[src/hdl/boc_pkg.sv]
// ----------------------------------------------------------------------------
// boc_pkg
// Shared types, widths and codes for the BOC code autocorrelation unit.
// ----------------------------------------------------------------------------
package boc_pkg;

  // fixed-point format of delay and correlation
  localparam int FRAC_BITS = 16;
  localparam int ONE       = 65536;

  // field widths
  localparam int DELAY_W  = 24;
  localparam int CORR_W   = 18;
  localparam int MULT_W   = 7;
  localparam int POWER_W  = 17;
  localparam int CFG_IDX_W  = 3;
  localparam int CFG_DATA_W = 17;

  // datapath widths, sized for the largest supported multiple
  localparam int N_W    = 28;
  localparam int MA_W   = 28;
  localparam int MB_W   = 18;
  localparam int MP_W   = MA_W + MB_W;
  localparam int DEN_W  = 28;
  localparam int DIV_NW = 46;
  localparam int DIV_DW = 28;
  localparam int DIV_CW = $clog2(DIV_NW + 1);

  // register indexes
  localparam logic [CFG_IDX_W-1:0] REG_MODEL     = 3'd0;
  localparam logic [CFG_IDX_W-1:0] REG_PRIMARY   = 3'd1;
  localparam logic [CFG_IDX_W-1:0] REG_SECONDARY = 3'd2;
  localparam logic [CFG_IDX_W-1:0] REG_PHASE     = 3'd3;
  localparam logic [CFG_IDX_W-1:0] REG_POWER     = 3'd4;

  typedef enum logic [1:0] {
    MODEL_BPSK,
    MODEL_TMBOC,
    MODEL_COMPOSITE,
    MODEL_RESERVED
  } model_t;

  typedef enum logic [1:0] {
    PHASE_POS,
    PHASE_NEG,
    PHASE_POS_J,
    PHASE_NEG_J
  } phase_t;

  // divider request and response
  typedef struct packed {
    logic              start;
    logic [DIV_NW-1:0] num;
    logic [DIV_DW-1:0] den;
  } div_req_t;

  typedef struct packed {
    logic              busy;
    logic              done;
    logic [DIV_NW-1:0] quo;
  } div_rsp_t;

endpackage

[src/hdl/boc_div.sv]
// ----------------------------------------------------------------------------
// boc_div
// Restoring unsigned divider, one quotient bit per cycle.
// ----------------------------------------------------------------------------
module boc_div (
  input  logic             clk,
  input  logic             rst_n,
  input  boc_pkg::div_req_t req,
  output boc_pkg::div_rsp_t rsp
);

  logic                       busy_r;
  logic                       done_r;
  logic [boc_pkg::DIV_CW-1:0] cnt_r;
  logic [boc_pkg::DIV_DW-1:0] rem_r;
  logic [boc_pkg::DIV_DW-1:0] den_r;
  logic [boc_pkg::DIV_NW-1:0] quo_r;

  logic [boc_pkg::DIV_DW:0]   trial;
  logic                       fits;

  // shift in next dividend bit and trial subtract
  assign trial = {rem_r, quo_r[boc_pkg::DIV_NW-1]};
  assign fits  = trial >= {1'b0, den_r};

  always_ff @(posedge clk) begin
    if (!rst_n) begin
      busy_r <= 1'b0;
      done_r <= 1'b0;
      cnt_r  <= '0;
    end else if (req.start) begin
      busy_r <= 1'b1;
      done_r <= 1'b0;
      cnt_r  <= boc_pkg::DIV_CW'(boc_pkg::DIV_NW);
      rem_r  <= '0;
      den_r  <= req.den;
      quo_r  <= req.num;
    end else if (busy_r) begin
      rem_r <= fits ? boc_pkg::DIV_DW'(trial - {1'b0, den_r}) : trial[boc_pkg::DIV_DW-1:0];
      quo_r <= {quo_r[boc_pkg::DIV_NW-2:0], fits};
      cnt_r <= cnt_r - 1'b1;
      if (cnt_r == boc_pkg::DIV_CW'(1)) begin
        busy_r <= 1'b0;
        done_r <= 1'b1;
      end
    end else begin
      done_r <= 1'b0;
    end
  end

  assign rsp.busy = busy_r;
  assign rsp.done = done_r;
  assign rsp.quo  = quo_r;

endmodule

[src/hdl/boc_code_autocorrelation_unit.sv]
// ----------------------------------------------------------------------------
// boc_code_autocorrelation_unit
// Ideal complex code autocorrelation for BPSK, TMBOC and composite BOC.
// ----------------------------------------------------------------------------
//  channel | ports                                   | handshake
//  --------+-----------------------------------------+------------------
//  input   | in_delay_chips                          | in_valid/in_ready
//  result  | out_corr_re, out_corr_im, out_status    | out_valid/out_ready
//  config  | cfg_index, cfg_data                     | cfg_we
//
// BPSK items and items with a reserved model or a bad multiple go
// straight from idle to done. Composite items take 5 divisions, a
// 16-step square root, a code advance, a walk over 2*lcm segments
// and 11 steps on the shared multiplier; TMBOC runs the composite
// walk twice. The shared divider and the segment walk set the item time.
// Reset is synchronous; the block takes an item only in its idle state
// and holds a finished result in the output register until it is taken.
module boc_code_autocorrelation_unit #(
  parameter int MAX_MULTIPLE = 64
) (
  input  logic                               clk,
  input  logic                               rst_n,
  input  logic                               in_valid,
  output logic                               in_ready,
  input  logic signed [boc_pkg::DELAY_W-1:0] in_delay_chips,
  output logic                               out_valid,
  input  logic                               out_ready,
  output logic signed [boc_pkg::CORR_W-1:0]  out_corr_re,
  output logic signed [boc_pkg::CORR_W-1:0]  out_corr_im,
  output logic                               out_status,
  input  logic                               cfg_we,
  input  logic [boc_pkg::CFG_IDX_W-1:0]      cfg_index,
  input  logic [boc_pkg::CFG_DATA_W-1:0]     cfg_data
);

  localparam int LW = $clog2(MAX_MULTIPLE + 1);
  localparam int SW = LW + 1;
  localparam int AW = SW + 1;
  localparam int MW = boc_pkg::MULT_W;
  localparam int PW = boc_pkg::POWER_W;
  localparam int CW = boc_pkg::CORR_W;

  typedef enum logic [3:0] {
    S_IDLE, S_GCD, S_LCM, S_PER_P, S_PER_S, S_SQV, S_SQRT, S_KPREP,
    S_ADV, S_ACC, S_NUM, S_DIVRE, S_DIVIM, S_RUNEND, S_MIX, S_DONE
  } state_t;

  // configuration registers
  boc_pkg::model_t model_r;
  logic [MW-1:0]   prim_r;
  logic [MW-1:0]   sec_r;
  boc_pkg::phase_t phase_r;
  logic [PW-1:0]   power_r;

  state_t state_r;

  // item and run registers
  logic                        neg_r;
  logic [boc_pkg::DELAY_W-1:0] dmag_r;
  logic [PW-1:0]               p_r;
  logic [PW-1:0]               q_r;
  logic                        run_r;
  logic [MW-1:0]               np_r, ns_r, ga_r, gb_r;
  logic [PW-1:0]               ca_r, cb_r;
  boc_pkg::phase_t             ph_r;
  logic [LW-1:0]               lcm_r, per_p_r, per_s_r;
  logic [32:0]                 v_r;
  logic [15:0]                 x_r;
  logic [3:0]                  sb_r;
  logic [SW-1:0]               k_r, adv_r, j_r;
  logic [15:0]                 r_r;
  logic [LW-1:0]               gcnt_r [6];
  logic [5:0]                  gsgn_r;
  logic signed [AW-1:0]        cpp_r [2];
  logic signed [AW-1:0]        css_r [2];
  logic signed [AW-1:0]        cps_r [2];
  logic signed [AW-1:0]        csp_r [2];
  logic signed [AW-1:0]        sps_r;
  logic [3:0]                  step_r;
  logic signed [boc_pkg::N_W-1:0]   nre_r [2];
  logic signed [boc_pkg::N_W-1:0]   nim_r [2];
  logic signed [boc_pkg::MP_W-1:0]  numre_r, numim_r;
  logic signed [boc_pkg::DEN_W-1:0] den_r;
  logic                        issued_r;
  logic signed [CW-1:0]        r1_r, rre_r, rim_r;
  logic signed [CW-1:0]        res_re_r, res_im_r;
  logic                        res_st_r;

  // output register
  logic                 out_valid_r;
  logic signed [CW-1:0] out_re_r, out_im_r;
  logic                 out_st_r;

  // combinational helpers
  logic [SW-1:0]                    segs;
  logic [15:0]                      cand;
  logic signed [boc_pkg::MA_W-1:0]  ma;
  logic signed [boc_pkg::MB_W-1:0]  mb;
  logic signed [boc_pkg::MP_W-1:0]  mp;
  logic signed [AW:0]               xs0, xs1;
  logic [LW-1:0]                    gcnt_nxt [6];
  logic [5:0]                       gsgn_nxt;
  logic [5:0]                       gen_en;
  logic signed [boc_pkg::DEN_W-1:0] den_nxt;
  logic [boc_pkg::MP_W-1:0]         mag;
  logic [boc_pkg::MP_W-1:0]         num_abs;
  logic                             num_neg;
  logic signed [CW-1:0]             qsat;
  logic [boc_pkg::DIV_NW-1:0]       mix_q;
  logic signed [CW-1:0]             mix_res;
  logic                             inA, inB;
  logic                             div_state;
  logic [13:0]                      lcm_full;
  boc_pkg::div_req_t                div_req;
  boc_pkg::div_rsp_t                div_rsp;
  logic                             n1_ok, n2_ok;
  logic [boc_pkg::DELAY_W-1:0]      in_mag;
  logic [PW-1:0]                    in_p;

  assign segs = {lcm_r, 1'b0};
  assign cand = x_r | (16'd1 << sb_r);

  // phase-dependent cross terms
  assign xs0 = (ph_r == boc_pkg::PHASE_POS || ph_r == boc_pkg::PHASE_NEG)
             ? ((AW+1)'(cps_r[0]) + (AW+1)'(csp_r[0]))
             : ((AW+1)'(csp_r[0]) - (AW+1)'(cps_r[0]));
  assign xs1 = (ph_r == boc_pkg::PHASE_POS || ph_r == boc_pkg::PHASE_NEG)
             ? ((AW+1)'(cps_r[1]) + (AW+1)'(csp_r[1]))
             : ((AW+1)'(csp_r[1]) - (AW+1)'(cps_r[1]));

  // shared multiplier operand select
  always_comb begin
    ma = '0;
    mb = '0;
    case (state_r)
      S_SQV: begin
        ma = boc_pkg::MA_W'({1'b0, cb_r});
        mb = boc_pkg::MB_W'({1'b0, ca_r});
      end
      S_SQRT: begin
        ma = boc_pkg::MA_W'({1'b0, cand});
        mb = boc_pkg::MB_W'({1'b0, cand});
      end
      S_KPREP: begin
        ma = boc_pkg::MA_W'({1'b0, dmag_r[15:0]});
        mb = boc_pkg::MB_W'({1'b0, segs});
      end
      S_NUM: begin
        case (step_r)
          4'd0: begin ma = boc_pkg::MA_W'(cpp_r[0]); mb = boc_pkg::MB_W'({1'b0, ca_r}); end
          4'd1: begin ma = boc_pkg::MA_W'(css_r[0]); mb = boc_pkg::MB_W'({1'b0, cb_r}); end
          4'd2: begin ma = boc_pkg::MA_W'(xs0); mb = boc_pkg::MB_W'({1'b0, x_r}); end
          4'd3: begin ma = boc_pkg::MA_W'(cpp_r[1]); mb = boc_pkg::MB_W'({1'b0, ca_r}); end
          4'd4: begin ma = boc_pkg::MA_W'(css_r[1]); mb = boc_pkg::MB_W'({1'b0, cb_r}); end
          4'd5: begin ma = boc_pkg::MA_W'(xs1); mb = boc_pkg::MB_W'({1'b0, x_r}); end
          4'd6: begin
            ma = boc_pkg::MA_W'(nre_r[0]);
            mb = boc_pkg::MB_W'(boc_pkg::ONE) - boc_pkg::MB_W'({1'b0, r_r});
          end
          4'd7: begin ma = boc_pkg::MA_W'(nre_r[1]); mb = boc_pkg::MB_W'({1'b0, r_r}); end
          4'd8: begin
            ma = boc_pkg::MA_W'(nim_r[0]);
            mb = boc_pkg::MB_W'(boc_pkg::ONE) - boc_pkg::MB_W'({1'b0, r_r});
          end
          4'd9: begin ma = boc_pkg::MA_W'(nim_r[1]); mb = boc_pkg::MB_W'({1'b0, r_r}); end
          default: begin ma = boc_pkg::MA_W'(sps_r); mb = boc_pkg::MB_W'({1'b0, x_r}); end
        endcase
      end
      S_MIX: begin
        if (step_r == 4'd0) begin
          ma = boc_pkg::MA_W'(r1_r);
          mb = boc_pkg::MB_W'({1'b0, q_r});
        end else begin
          ma = boc_pkg::MA_W'(rre_r);
          mb = boc_pkg::MB_W'({1'b0, p_r});
        end
      end
      default: begin
        ma = '0;
        mb = '0;
      end
    endcase
  end

  assign mp = ma * mb;

  // subcarrier generators: 0/1 lag, 2/3 lead at k, 4/5 lead at k+1
  always_comb begin
    for (int g = 0; g < 6; g++) begin
      logic [LW-1:0] per;
      logic          wrap;
      per         = g[0] ? per_s_r : per_p_r;
      wrap        = gcnt_r[g] == LW'(per - 1'b1);
      gcnt_nxt[g] = wrap ? '0 : LW'(gcnt_r[g] + 1'b1);
      gsgn_nxt[g] = gsgn_r[g] ^ wrap;
    end
  end

  always_comb begin
    gen_en = 6'b000000;
    case (state_r)
      S_ADV:   gen_en = (adv_r != k_r) ? 6'b111100 : 6'b110000;
      S_ACC:   gen_en = 6'b111111;
      default: gen_en = 6'b000000;
    endcase
  end

  // overlap ranges of the two lags
  assign inA = ({1'b0, j_r} + {1'b0, k_r}) < {1'b0, segs};
  assign inB = ({1'b0, j_r} + {1'b0, k_r} + (SW+1)'(1)) < {1'b0, segs};

  // energy normalizer
  always_comb begin
    den_nxt = boc_pkg::DEN_W'({segs, 16'h0000});
    case (ph_r)
      boc_pkg::PHASE_POS: den_nxt = den_nxt + (boc_pkg::DEN_W'(mp) <<< 1);
      boc_pkg::PHASE_NEG: den_nxt = den_nxt - (boc_pkg::DEN_W'(mp) <<< 1);
      default:            den_nxt = den_nxt;
    endcase
  end

  // divider hookup, rounding offset added to the numerator magnitude
  assign num_neg = (state_r == S_DIVIM) ? numim_r[boc_pkg::MP_W-1] : numre_r[boc_pkg::MP_W-1];
  assign num_abs = (state_r == S_DIVIM)
                 ? (numim_r[boc_pkg::MP_W-1] ? boc_pkg::MP_W'(-numim_r) : numim_r)
                 : (numre_r[boc_pkg::MP_W-1] ? boc_pkg::MP_W'(-numre_r) : numre_r);
  assign div_state = state_r == S_LCM || state_r == S_PER_P || state_r == S_PER_S ||
                     state_r == S_DIVRE || state_r == S_DIVIM;

  always_comb begin
    div_req.start = div_state && !issued_r;
    div_req.num   = '0;
    div_req.den   = '0;
    case (state_r)
      S_LCM: begin
        div_req.num = boc_pkg::DIV_NW'(np_r) * boc_pkg::DIV_NW'(ns_r);
        div_req.den = boc_pkg::DIV_DW'(ga_r);
      end
      S_PER_P: begin
        div_req.num = boc_pkg::DIV_NW'(lcm_r);
        div_req.den = boc_pkg::DIV_DW'(np_r);
      end
      S_PER_S: begin
        div_req.num = boc_pkg::DIV_NW'(lcm_r);
        div_req.den = boc_pkg::DIV_DW'(ns_r);
      end
      S_DIVRE, S_DIVIM: begin
        div_req.num = boc_pkg::DIV_NW'(num_abs) + boc_pkg::DIV_NW'(den_r[boc_pkg::DEN_W-1:1]);
        div_req.den = boc_pkg::DIV_DW'(den_r);
      end
      default: begin
        div_req.num = '0;
        div_req.den = '0;
      end
    endcase
  end

  boc_div u_div (
    .clk   (clk),
    .rst_n (rst_n),
    .req   (div_req),
    .rsp   (div_rsp)
  );

  // saturated, signed quotient
  always_comb begin
    logic [CW-1:0] qm;
    qm   = (div_rsp.quo > boc_pkg::DIV_NW'(boc_pkg::ONE)) ? CW'(boc_pkg::ONE)
                                                          : CW'(div_rsp.quo);
    qsat = num_neg ? -$signed(qm) : $signed(qm);
  end

  assign lcm_full = div_rsp.quo[13:0];

  // weighted sum rounding for the time-multiplexed model
  always_comb begin
    logic [CW-1:0] qm;
    mag     = numre_r[boc_pkg::MP_W-1] ? boc_pkg::MP_W'(-numre_r) : numre_r;
    mix_q   = (boc_pkg::DIV_NW'(mag) + boc_pkg::DIV_NW'(boc_pkg::ONE / 2)) >> boc_pkg::FRAC_BITS;
    qm      = (mix_q > boc_pkg::DIV_NW'(boc_pkg::ONE)) ? CW'(boc_pkg::ONE) : CW'(mix_q);
    mix_res = numre_r[boc_pkg::MP_W-1] ? -$signed(qm) : $signed(qm);
  end

  // input decode
  assign in_mag = in_delay_chips[boc_pkg::DELAY_W-1] ? boc_pkg::DELAY_W'(-in_delay_chips)
                                                     : in_delay_chips;
  assign in_p   = (power_r > PW'(boc_pkg::ONE)) ? PW'(boc_pkg::ONE) : power_r;
  assign n1_ok  = prim_r != '0 && {2'b00, prim_r} <= 9'(MAX_MULTIPLE);
  assign n2_ok  = sec_r != '0 && {2'b00, sec_r} <= 9'(MAX_MULTIPLE);

  // configuration registers
  always_ff @(posedge clk) begin
    if (!rst_n) begin
      model_r <= boc_pkg::MODEL_BPSK;
      prim_r  <= MW'(1);
      sec_r   <= MW'(6);
      phase_r <= boc_pkg::PHASE_POS;
      power_r <= '0;
    end else if (cfg_we) begin
      case (cfg_index)
        boc_pkg::REG_MODEL:     model_r <= boc_pkg::model_t'(cfg_data[1:0]);
        boc_pkg::REG_PRIMARY:   prim_r  <= cfg_data[MW-1:0];
        boc_pkg::REG_SECONDARY: sec_r   <= cfg_data[MW-1:0];
        boc_pkg::REG_PHASE:     phase_r <= boc_pkg::phase_t'(cfg_data[1:0]);
        boc_pkg::REG_POWER:     power_r <= cfg_data[PW-1:0];
        default: ;
      endcase
    end
  end

  // sequencer
  always_ff @(posedge clk) begin
    if (!rst_n) begin
      state_r     <= S_IDLE;
      issued_r    <= 1'b0;
      out_valid_r <= 1'b0;
      run_r       <= 1'b0;
    end else begin
      if (state_r == S_DONE && (!out_valid_r || out_ready)) out_valid_r <= 1'b1;
      else if (out_valid_r && out_ready) out_valid_r <= 1'b0;

      for (int g = 0; g < 6; g++) begin
        if (gen_en[g]) begin
          gcnt_r[g] <= gcnt_nxt[g];
          gsgn_r[g] <= gsgn_nxt[g];
        end
      end

      if (div_rsp.done)       issued_r <= 1'b0;
      else if (div_req.start) issued_r <= 1'b1;

      case (state_r)
        S_IDLE: begin
          if (in_valid) begin
            neg_r    <= in_delay_chips[boc_pkg::DELAY_W-1];
            dmag_r   <= in_mag;
            p_r      <= in_p;
            q_r      <= PW'(boc_pkg::ONE - int'(in_p));
            run_r    <= 1'b0;
            res_im_r <= '0;
            res_st_r <= (model_r == boc_pkg::MODEL_RESERVED) ||
                        (model_r != boc_pkg::MODEL_BPSK && !(n1_ok && n2_ok));
            res_re_r <= (model_r == boc_pkg::MODEL_BPSK &&
                         in_mag < boc_pkg::DELAY_W'(boc_pkg::ONE))
                      ? CW'(boc_pkg::ONE) - CW'(in_mag) : '0;
            if (model_r == boc_pkg::MODEL_RESERVED) begin
              state_r  <= S_DONE;
            end else if (model_r != boc_pkg::MODEL_BPSK && !(n1_ok && n2_ok)) begin
              state_r  <= S_DONE;
            end else if (model_r == boc_pkg::MODEL_BPSK) begin
              state_r <= S_DONE;
            end else if (model_r == boc_pkg::MODEL_TMBOC) begin
              np_r    <= prim_r;
              ns_r    <= prim_r;
              ga_r    <= prim_r;
              gb_r    <= prim_r;
              ca_r    <= PW'(boc_pkg::ONE);
              cb_r    <= '0;
              ph_r    <= boc_pkg::PHASE_POS;
              state_r <= S_GCD;
            end else begin
              np_r    <= prim_r;
              ns_r    <= sec_r;
              ga_r    <= prim_r;
              gb_r    <= sec_r;
              ca_r    <= PW'(boc_pkg::ONE - int'(in_p));
              cb_r    <= in_p;
              ph_r    <= phase_r;
              state_r <= S_GCD;
            end
          end
        end

        // subtractive gcd
        S_GCD: begin
          if (ga_r == gb_r) state_r <= S_LCM;
          else if (ga_r > gb_r) ga_r <= ga_r - gb_r;
          else gb_r <= gb_r - ga_r;
        end

        S_LCM: begin
          if (div_rsp.done) begin
            if (model_r == boc_pkg::MODEL_COMPOSITE && lcm_full > 14'(MAX_MULTIPLE)) begin
              res_st_r <= 1'b1;
              state_r  <= S_DONE;
            end else if (dmag_r >= boc_pkg::DELAY_W'(boc_pkg::ONE)) begin
              state_r <= S_DONE;
            end else begin
              lcm_r   <= LW'(lcm_full);
              state_r <= S_PER_P;
            end
          end
        end

        S_PER_P: begin
          if (div_rsp.done) begin
            per_p_r <= LW'(div_rsp.quo);
            state_r <= S_PER_S;
          end
        end

        S_PER_S: begin
          if (div_rsp.done) begin
            per_s_r <= LW'(div_rsp.quo);
            state_r <= S_SQV;
          end
        end

        // cross weight is floor(sqrt(p*(1-p)))
        S_SQV: begin
          v_r     <= mp[32:0];
          x_r     <= '0;
          sb_r    <= 4'd15;
          state_r <= S_SQRT;
        end

        S_SQRT: begin
          if (mp[32:0] <= v_r) x_r <= cand;
          if (sb_r == 4'd0) state_r <= S_KPREP;
          else sb_r <= sb_r - 1'b1;
        end

        // split delay into whole segments and remainder
        S_KPREP: begin
          k_r   <= mp[16+SW-1:16];
          r_r   <= mp[15:0];
          adv_r <= '0;
          for (int g = 0; g < 6; g++) gcnt_r[g] <= '0;
          gsgn_r <= '0;
          for (int t = 0; t < 2; t++) begin
            cpp_r[t] <= '0;
            css_r[t] <= '0;
            cps_r[t] <= '0;
            csp_r[t] <= '0;
          end
          sps_r   <= '0;
          state_r <= S_ADV;
        end

        // move lead generators forward by the lag
        S_ADV: begin
          if (adv_r != k_r) begin
            adv_r <= adv_r + 1'b1;
          end else begin
            j_r     <= '0;
            state_r <= S_ACC;
          end
        end

        // segment walk accumulating all cross sums
        S_ACC: begin
          if (inA) begin
            cpp_r[0] <= (gsgn_r[2] == gsgn_r[0]) ? cpp_r[0] + 1'b1 : cpp_r[0] - 1'b1;
            css_r[0] <= (gsgn_r[3] == gsgn_r[1]) ? css_r[0] + 1'b1 : css_r[0] - 1'b1;
            cps_r[0] <= (gsgn_r[2] == gsgn_r[1]) ? cps_r[0] + 1'b1 : cps_r[0] - 1'b1;
            csp_r[0] <= (gsgn_r[3] == gsgn_r[0]) ? csp_r[0] + 1'b1 : csp_r[0] - 1'b1;
          end
          if (inB) begin
            cpp_r[1] <= (gsgn_r[4] == gsgn_r[0]) ? cpp_r[1] + 1'b1 : cpp_r[1] - 1'b1;
            css_r[1] <= (gsgn_r[5] == gsgn_r[1]) ? css_r[1] + 1'b1 : css_r[1] - 1'b1;
            cps_r[1] <= (gsgn_r[4] == gsgn_r[1]) ? cps_r[1] + 1'b1 : cps_r[1] - 1'b1;
            csp_r[1] <= (gsgn_r[5] == gsgn_r[0]) ? csp_r[1] + 1'b1 : csp_r[1] - 1'b1;
          end
          sps_r <= (gsgn_r[0] == gsgn_r[1]) ? sps_r + 1'b1 : sps_r - 1'b1;
          j_r   <= j_r + 1'b1;
          if (j_r == SW'(segs - 1'b1)) begin
            step_r  <= '0;
            state_r <= S_NUM;
          end
        end

        // weighted lag sums, interpolation and energy
        S_NUM: begin
          step_r <= step_r + 1'b1;
          case (step_r)
            4'd0: begin nre_r[0] <= boc_pkg::N_W'(mp); nim_r[0] <= '0; end
            4'd1: nre_r[0] <= nre_r[0] + boc_pkg::N_W'(mp);
            4'd2: begin
              case (ph_r)
                boc_pkg::PHASE_POS:   nre_r[0] <= nre_r[0] + boc_pkg::N_W'(mp);
                boc_pkg::PHASE_NEG:   nre_r[0] <= nre_r[0] - boc_pkg::N_W'(mp);
                boc_pkg::PHASE_POS_J: nim_r[0] <= boc_pkg::N_W'(mp);
                default:              nim_r[0] <= -boc_pkg::N_W'(mp);
              endcase
            end
            4'd3: begin nre_r[1] <= boc_pkg::N_W'(mp); nim_r[1] <= '0; end
            4'd4: nre_r[1] <= nre_r[1] + boc_pkg::N_W'(mp);
            4'd5: begin
              case (ph_r)
                boc_pkg::PHASE_POS:   nre_r[1] <= nre_r[1] + boc_pkg::N_W'(mp);
                boc_pkg::PHASE_NEG:   nre_r[1] <= nre_r[1] - boc_pkg::N_W'(mp);
                boc_pkg::PHASE_POS_J: nim_r[1] <= boc_pkg::N_W'(mp);
                default:              nim_r[1] <= -boc_pkg::N_W'(mp);
              endcase
            end
            4'd6: numre_r <= mp;
            4'd7: numre_r <= numre_r + mp;
            4'd8: numim_r <= mp;
            4'd9: numim_r <= numim_r + mp;
            default: begin
              den_r <= den_nxt;
              if (den_nxt <= 0) begin
                rre_r   <= '0;
                rim_r   <= '0;
                state_r <= S_RUNEND;
              end else begin
                state_r <= S_DIVRE;
              end
            end
          endcase
        end

        S_DIVRE: begin
          if (div_rsp.done) begin
            rre_r   <= qsat;
            state_r <= S_DIVIM;
          end
        end

        S_DIVIM: begin
          if (div_rsp.done) begin
            rim_r   <= qsat;
            state_r <= S_RUNEND;
          end
        end

        S_RUNEND: begin
          if (model_r == boc_pkg::MODEL_TMBOC) begin
            if (!run_r) begin
              r1_r    <= rre_r;
              run_r   <= 1'b1;
              np_r    <= sec_r;
              ns_r    <= sec_r;
              ga_r    <= sec_r;
              gb_r    <= sec_r;
              state_r <= S_GCD;
            end else begin
              step_r  <= '0;
              state_r <= S_MIX;
            end
          end else begin
            res_re_r <= rre_r;
            res_im_r <= rim_r;
            state_r  <= S_DONE;
          end
        end

        // power-weighted sum of the two BOC terms
        S_MIX: begin
          step_r <= step_r + 1'b1;
          case (step_r)
            4'd0: numre_r <= mp;
            4'd1: numre_r <= numre_r + mp;
            default: begin
              res_re_r <= mix_res;
              state_r  <= S_DONE;
            end
          endcase
        end

        // hand the result to the output register, conjugate for negative delay
        S_DONE: begin
          if (!out_valid_r || out_ready) begin
            out_re_r    <= res_re_r;
            out_im_r    <= neg_r ? -res_im_r : res_im_r;
            out_st_r    <= res_st_r;
            state_r     <= S_IDLE;
          end
        end

        default: state_r <= S_IDLE;
      endcase
    end
  end

  assign in_ready    = state_r == S_IDLE;
  assign out_valid   = out_valid_r;
  assign out_corr_re = out_re_r;
  assign out_corr_im = out_im_r;
  assign out_status  = out_st_r;

endmodule
[config.mk]
export PLATFORM = sky130hd
export DESIGN_NAME = boc_code_autocorrelation_unit
export DESIGN_NICKNAME = d
export VERILOG_FILES = /design/src/hdl/boc_pkg.sv /design/src/hdl/boc_div.sv /design/src/hdl/boc_code_autocorrelation_unit.sv
export SDC_FILE = /design/constraint.sdc
export NUM_CORES = 2
export LEC_CHECK = 0
export ABC_AREA = 1
export BUFFER_PORTS_ARGS = -buffer_cell sky130_fd_sc_hd__buf_2
export CORE_AREA = 4 4 491 688
export CTS_CLUSTER_SIZE = 28
export DETAILED_ROUTE_END_ITERATION = 8
export DIE_AREA = 0 0 495 692
export SYNTH_ARGS = -nofsm -noshare
export SYNTH_HDL_FRONTEND = slang
export SYNTH_SLANG_ARGS = --single-unit
[constraint.sdc]
create_clock -name clk -period 11.5 [get_ports clk]
set_input_delay 1.15 -clock clk [delete_from_list [all_inputs] [get_ports clk]]
set_output_delay 1.15 -clock clk [all_outputs]
set_load 0.1 [all_outputs]
Yosys cells after proc, flatten, opt, wreduce, memory -nomap -nowiden

Memory sizes are Yosys's and may differ from the RTL's.
Cells that the tools add are included.

Shifts and indexed selects: 1
Reduce and logical (&&, ||, !) cells: 104
Mux-type cells: 244
Bitwise gates (word level): 40
$lt $le $gt $ge: 14
Multipliers: 2
Add/subtract/negate cells: 61
Equality and inequality tests: 82

Operators with widths:

| kind                                                                | number |
|---|---|
| 28-bit two-way mux                                                  | 15 |
| 46-bit one-hot mux with 2 select lines                              | 4 |
| 74-bit one-hot mux with 4 select lines                              | 1 |
| 28-bit one-hot mux with 10 select lines                             | 1 |
| 18-bit two-way mux                                                  | 14 |
| 46-bit two-way mux                                                  | 5 |
| 7-bit two-way mux                                                   | 27 |
| 9-bit two-way mux                                                   | 17 |
| 28-bit one-hot mux with 5 select lines                              | 1 |
| 18-bit one-hot mux with 2 select lines                              | 3 |
| 1-bit two-way mux                                                   | 102 |
| 4-bit two-way mux                                                   | 25 |
| 46-bit adder                                                        | 2 |
| 46-bit negation                                                     | 2 |
| 9-bit by 1-bit adder with 9-bit output (second input constant)      | 10 |
| 18-bit one-hot mux with 5 select lines                              | 1 |
| 28-bit subtractor                                                   | 3 |
| 9-bit by 1-bit subtractor with 9-bit output (second input constant) | 9 |
| 18-bit one-hot mux with 4 select lines                              | 1 |
| 4-bit one-hot mux with 16 select lines                              | 1 |
| 28-bit adder                                                        | 2 |
| 28-bit one-hot mux with 2 select lines                              | 1 |
| 28-bit OR reduction                                                 | 2 |
| 18-bit negation                                                     | 3 |
| other kinds (93)                                                    | 296 |

Bits of input ports: 49
Memory bits (writable): 226
Output and inout port bits: 39
Bits in registers: 656
Memories: 7
Logic and storage cells: 612

Memory list:

| name        | depth | width | rd ports | clocked after Yosys merged registers in | write ports | line                                | source |
|---|---|---|---|---|---|---|---|
| nim_r       | 2     | 28    | 2        | 0                                       | 1           | boc_code_autocorrelation_unit.sv:81 | `logic signed [boc_pkg::N_W-1:0] nim_r [2];` |
| nre_r       | 2     | 28    | 2        | 0                                       | 1           | boc_code_autocorrelation_unit.sv:80 | `logic signed [boc_pkg::N_W-1:0] nre_r [2];` |
| gcnt_r      | 6     | 7     | 6        | 0                                       | 6           | boc_code_autocorrelation_unit.sv:72 | `logic [LW-1:0] gcnt_r [6];` |
| cpp_r       | 2     | 9     | 2        | 0                                       | 2           | boc_code_autocorrelation_unit.sv:74 | `logic signed [AW-1:0] cpp_r [2];` |
| cps_r       | 2     | 9     | 2        | 0                                       | 2           | boc_code_autocorrelation_unit.sv:76 | `logic signed [AW-1:0] cps_r [2];` |
| csp_r       | 2     | 9     | 2        | 0                                       | 2           | boc_code_autocorrelation_unit.sv:77 | `logic signed [AW-1:0] csp_r [2];` |
| +1 memories | --    | --    | --       | --                                      | --          | --                                  |  |

Logic depth before layout (Yosys ltp)

Word-level depth: 12
Gate-level depth with buffers: 72
Depth with buffers taken out: 71

Hierarchy

From an unflattened synthesis, not the netlist that was laid out.

Cell total of the unflattened synthesis: 10996
Area total of the unflattened synthesis: 84459.8 um2

Modules (own cells, without submodules):

| module                        | sequential area each (um2) | cells an instance | area each (um2) | times used |
|---|---|---|---|---|
| boc_code_autocorrelation_unit | 22321.4                    | 10089             | 77640.7         | 1 |
| boc_div                       | 3223.1                     | 907               | 6819.0          | 1 |

Worst setup path after synthesis

OpenSTA, ideal clock, no wires.

Kind: reg-to-reg
Start point: register ph_r[1]
End point: register rre_r[0] (enable)
Stages on the path, launching flop included: 66
Path buffers: 4
Setup time: 0.373 ns
Data required time: 11.127 ns
Slack: 0.179 ns
Clock period less this slack: 11.321 ns
Arrival time: 10.948 ns
Cells stage by stage: edfxtp_1 > clkbuf_1 > clkbuf_1 > clkbuf_1 > nand2_1 > xnor2_1 > ha_1 > nand2_1 > nor2_1 > a211oi_1 > nor2_1 > nor2_1 > o21ai_1 > inv_1 > o21ai_1 > inv_1 > nor2_1 > nor2_1 > (+30 left out) > inv_1 > o31ai_1 > inv_1 > nor2_1 > o21ai_0 > nand2_1 > nand2_1 > a21oi_1 > inv_1 > nor2_1 > nand2_1 > o21ai_0 > nand2_1 > nor2_1 > nand3_1 > nand3_1 > o211ai_1 > inv_1

Longest elaborated chain between the ends: 11
Elaborated cells between the ends (all ways): 14
Classes of those cells: 2 x add/sub; 1 x mul; 1 x order compare; 2 x eq/ne; 5 x mux; 3 x reduce/logical

Ends and longest elaborated chain:

| item                                                                                                        | line                                                                       | source |
|---|---|---|
| start, declared                                                                                             | boc_code_autocorrelation_unit.sv:65                                        | `boc_pkg::phase_t ph_r;` |
| start signal, assigned                                                                                      | boc_code_autocorrelation_unit.sv:359                                       | `ph_r <= boc_pkg::PHASE_POS;` |
| start signal, assigned                                                                                      | boc_code_autocorrelation_unit.sv:368                                       | `ph_r <= phase_r;` |
| 2-bit by 1-bit == test with 1-bit output or 2-bit zero test (tied branches)                                 | boc_code_autocorrelation_unit.sv:124, boc_code_autocorrelation_unit.sv:127 |  |
| 1-bit logical OR *                                                                                          | boc_code_autocorrelation_unit.sv:124, boc_code_autocorrelation_unit.sv:127 |  |
| 10-bit two-way mux (on tied branches)                                                                       | boc_code_autocorrelation_unit.sv:128, boc_code_autocorrelation_unit.sv:125 |  |
| 28-bit one-hot mux with 10 select lines *                                                                   | boc_code_autocorrelation_unit.sv:149                                       | `case (step_r)` |
| 28-bit one-hot mux with 5 select lines *                                                                    | boc_code_autocorrelation_unit.sv:135                                       | `case (state_r)` |
| 28-bit by 18-bit multiplier with 46-bit output *                                                            | boc_code_autocorrelation_unit.sv:185                                       | `assign mp = ma * mb;` |
| net mp, one bit                                                                                             | boc_code_autocorrelation_unit.sv:99                                        | `logic signed [boc_pkg::MP_W-1:0] mp;` |
| 25-bit by 28-bit subtractor with 28-bit output or 25-bit by 28-bit adder with 28-bit output (tied branches) | boc_code_autocorrelation_unit.sv:217, boc_code_autocorrelation_unit.sv:216 |  |
| 28-bit one-hot mux with 2 select lines *                                                                    | boc_code_autocorrelation_unit.sv:215                                       | `case (ph_r)` |
| net den_nxt, one bit                                                                                        | boc_code_autocorrelation_unit.sv:104                                       | `logic signed [boc_pkg::DEN_W-1:0] den_nxt;` |
| 28-bit by 1-bit <= comparator with 1-bit output *                                                           | boc_code_autocorrelation_unit.sv:502                                       | `if (den_nxt <= 0) begin` |
| 2-bit inequality test (no line) *                                                                           | --                                                                         |  |
| 5-bit AND reduction (no line) *                                                                             | --                                                                         |  |
| end signal, assigned                                                                                        | boc_code_autocorrelation_unit.sv:515                                       | `rre_r <= qsat;` |
| end, declared                                                                                               | boc_code_autocorrelation_unit.sv:85                                        | `logic signed [CW-1:0] r1_r, rre_r, rim_r;` |

Mark *: on every way through the listed nets, which the timed path passes. The rest lies on a longest branch.
A chain may end at the register's enable or synchronous reset.

==> results.ini <==
[critical_path]
worstPathRequired_ns = 11.98
crit_path_end_kind = flop
crit_fanout = 6
critPathKind = reg2reg
cp-start-kind = flop
rr_worst_depth = 68
cp_common_cell = nand2_1
crit_arrival_ns = 11.72
cp_slowest_cell = fa_2
slowest_delay_ns = 0.59
reg2reg_to = nre_r[1][26]
reg2reg_from = cps_r[0][10]
reg2reg_slack_ns = 0.25

[placed_design]
placed_area_um2 = 96900
gp_congestion = 1.03
dp_hpwl_mm = 265
port_buffers = 87
placed_cells = 15900

[timing]
slew_violations = 0
period_share = 0.978
tightestPinTransition_ns = 1.28
setup_tns_ns = 0
whs_ns = 0.416
setup_violations = 0
grt_setup_unrepaired = yes
fmax_mhz = 88.9
skew_ns = 0.0791
fin_crit_ns = 11.25
relSlewSlack = 0.124
hold_violations = 0

[power_and_ir_drop]
ir_drop_mv = 0.226
leakagePower_nw = 45.5
p_per_area_nw_per_um2 = 177

[routing]
vias_per_cell = 4.78
vias = 76900
wl_per_cell_um = 19.9
totalWireLength_mm = 321
drt_iter0_drc = 5857
ant_nets = 0
drc = 0
first_pass_iters = 8

[global_routing]
grt_pass1_wl_mm = 472
grt_pass1_vias = 76200
antenna_found_initial = 6
track_usage = 0.181
grt_overflow_total = 0
grt_max_degree = 77

[final_layout]
finalNetCount = 12700
multi_input_area_um2 = 50800
ff_latch_area_um2 = 25500
stdcell_count = 16100
fillers = 35300
finalCoreUtilization = 0.308
drive_gt1_frac = 0.167
area_growth_pct = 23.4
final_area_um2 = 102000

[logic_synthesis]
synth_edf_count = 794
synthCells = 10500
yosysWarnings = 0
synth-seq-cells = 879
async_reset_ff_frac = 0
syn_nets = 11600
syn_area_um2 = 82600
seq_area_frac_synth = 0.309
synth_cell_types = 75
synth_top_flop_cell = edfxtp_1
postSynthAreaPerCell_um2 = 7.85

[clocking]
cts_made_buffers = 90
htreeDepth = 3
clk_pin_slew_ns = 0.07
clock_latency_ns = 0.75
cts_sinks = 879
hold_buffers = 0
cts_tree = yes
cts_root_buffer = clkbuf_16
cts_buffer_depth = 3

[floorplanning]
ios = 88
rows = 250
start_util = 0.250
core_area_um2 = 331000
die_h_um = 692
dieArea_um2 = 343000
fp.dieW_um = 495

[worst_hold_path]
min_to = out_corr_re[5]
hp-start = res_re_r[5]
hold_depth = 0
hold_class = reg2reg

[outcome]
status = completed

[job]
maxCapViolCount = 0

## worst max path at each step
stage               cells after the start  slack [ns]           end          from
global placement                       50       -0.73   numim_r[45]     step_r[2]
finish                                 68        0.25  nre_r[1][26]  cps_r[0][10]
CTS                                    66       -0.03  nre_r[1][27]   cps_r[0][9]
global route                           69       -0.31  nre_r[1][26]  cps_r[0][10]
floorplan                              65        0.18      rre_r[0]       ph_r[1]
detailed placement                     65       -0.18   numim_r[41]   cps_r[0][9]
## cell usage in the layout, fill, tap and decap left out, drive strengths merged, types with 85 or more instances in the layout
| master | instances |
|---|---|
| clkbuf | 116 |
| ha | 568 |
| o21ai | 729 |
| a21oi | 640 |
| nor3 | 177 |
| fa | 507 |
| xnor2 | 133 |
| xor2 | 270 |
| edfxtp | 794 |
| nand3 | 379 |
| nand2 | 1998 |
| nor2 | 1358 |
| inv | 1782 |
| dfxtp | 85 |
| buf | 1275 |
## synthesized netlist by cell type (42+ instances only)
master     count  area (um^2)
nand2_1     1963         7370
inv_1       1749         6570
nor2_1      1321         4960
edfxtp_1     794        23800
o21ai_0      695         3480
a21oi_1      638         3190
ha_1         568         7110
fa_1         507        10100
nand3_1      366         1830
xor2_1       269         2360
clkbuf_1     236          886
nor3_1       170          851
xnor2_1      132         1160
dfxtp_1       85         1700
nand4_1       81          507
or2_2         79          494
o22ai_1       71          444
a31oi_1       70          438
o211ai_1      50          375
nor4_1        46          288
a2111oi_0     43          377
o21bai_1      42          315
## sequential cells by signal, summed over array words and instances, names as in the netlist, 24 cells and up
| signal | flops |
|---|---|
| den_r | 27 |
| dmag_r | 24 |
| gcnt_r | 42 |
| nim_r | 56 |
| nre_r | 56 |
| numim_r | 46 |
| numre_r | 46 |
| u_div.den_r | 28 |
| u_div.quo_r | 46 |
| u_div.rem_r | 28 |
| v_r | 33 |
## cells by family (layout without fill, tap and decap cells)
group	Yosys count	count (layout)	share of synthesized area
AO/OA/AOI/OAI	1901	1901	0.132
adder cells (fa/ha/maj)	1075	1075	0.209
flip-flops	879	879	0.309
AND/OR/NAND/NOR	4177	4177	0.212
other	0	5	0
buffers and inverters	2085	3249	0.0952
XOR/XNOR	403	403	0.0429
## report_power, final
group          switching, mW  total [mW]  internal [mW]
Sequential             0.295        4.37           4.07
Combinational           6.01        10.4           4.44
Clock                   1.45        3.22           1.77
Total                   7.76        18.0           10.3
## layer usage
metal  vias up  wire [um]  track usage  part of all wire
met1     36800     115000        0.195              0.36
li1      36600          -            -                 -
met3       910      17000       0.0221             0.053
met5         -          7            0          0.000022
met2      2589     158000        0.322              0.49
met4         2      30300        0.139             0.094
## worst max-delay path: cells and delay by family, from the launching register on
family / cells / cell delay [ns]
compound gates: 9 / 1.03
simple gates: 27 / 3.00
fa+ha+maj: 10 / 4.18
xor+xnor: 3 / 0.45
buf+inv: 19 / 1.87
flops: 1 / 0.41
## through the flow
| stage | total power, mW | setup WS (ns) |
|---|---|---|
| final | 18.0 | 0.253 |
| after global routing | 19.2 | -0.308 |
| after CTS | 17.4 | -0.0346 |
| after detailed placement | 14.1 | -0.179 |
| after global placement | 14.1 | -0.727 |
| after floorplan | 9.68 | 0.179 |
## final cells by class
| type | instances | area share |
|---|---|---|
| clock buffers | 114 | 0.0235 |
| repair buffers | 1280 | 0.0994 |
| well taps | 4410 | 0.0541 |
| multi-input cells | 7556 | 0.498 |
| flip-flops and latches | 879 | 0.251 |
| inverters | 1802 | 0.0666 |
| clock inverters | 53 | 0.00730 |
| diodes | 5 | 0.000123 |
## what timing repair did
action / in CTS / in global routing
endpoints found under the setup margin: 55 / 121
pin swaps: 3 / 133
gates cloned: 0 / 3
buffers inserted: 3 / 42
gates resized for setup: 37 / 352
Power figures use the tool's default switching activity.
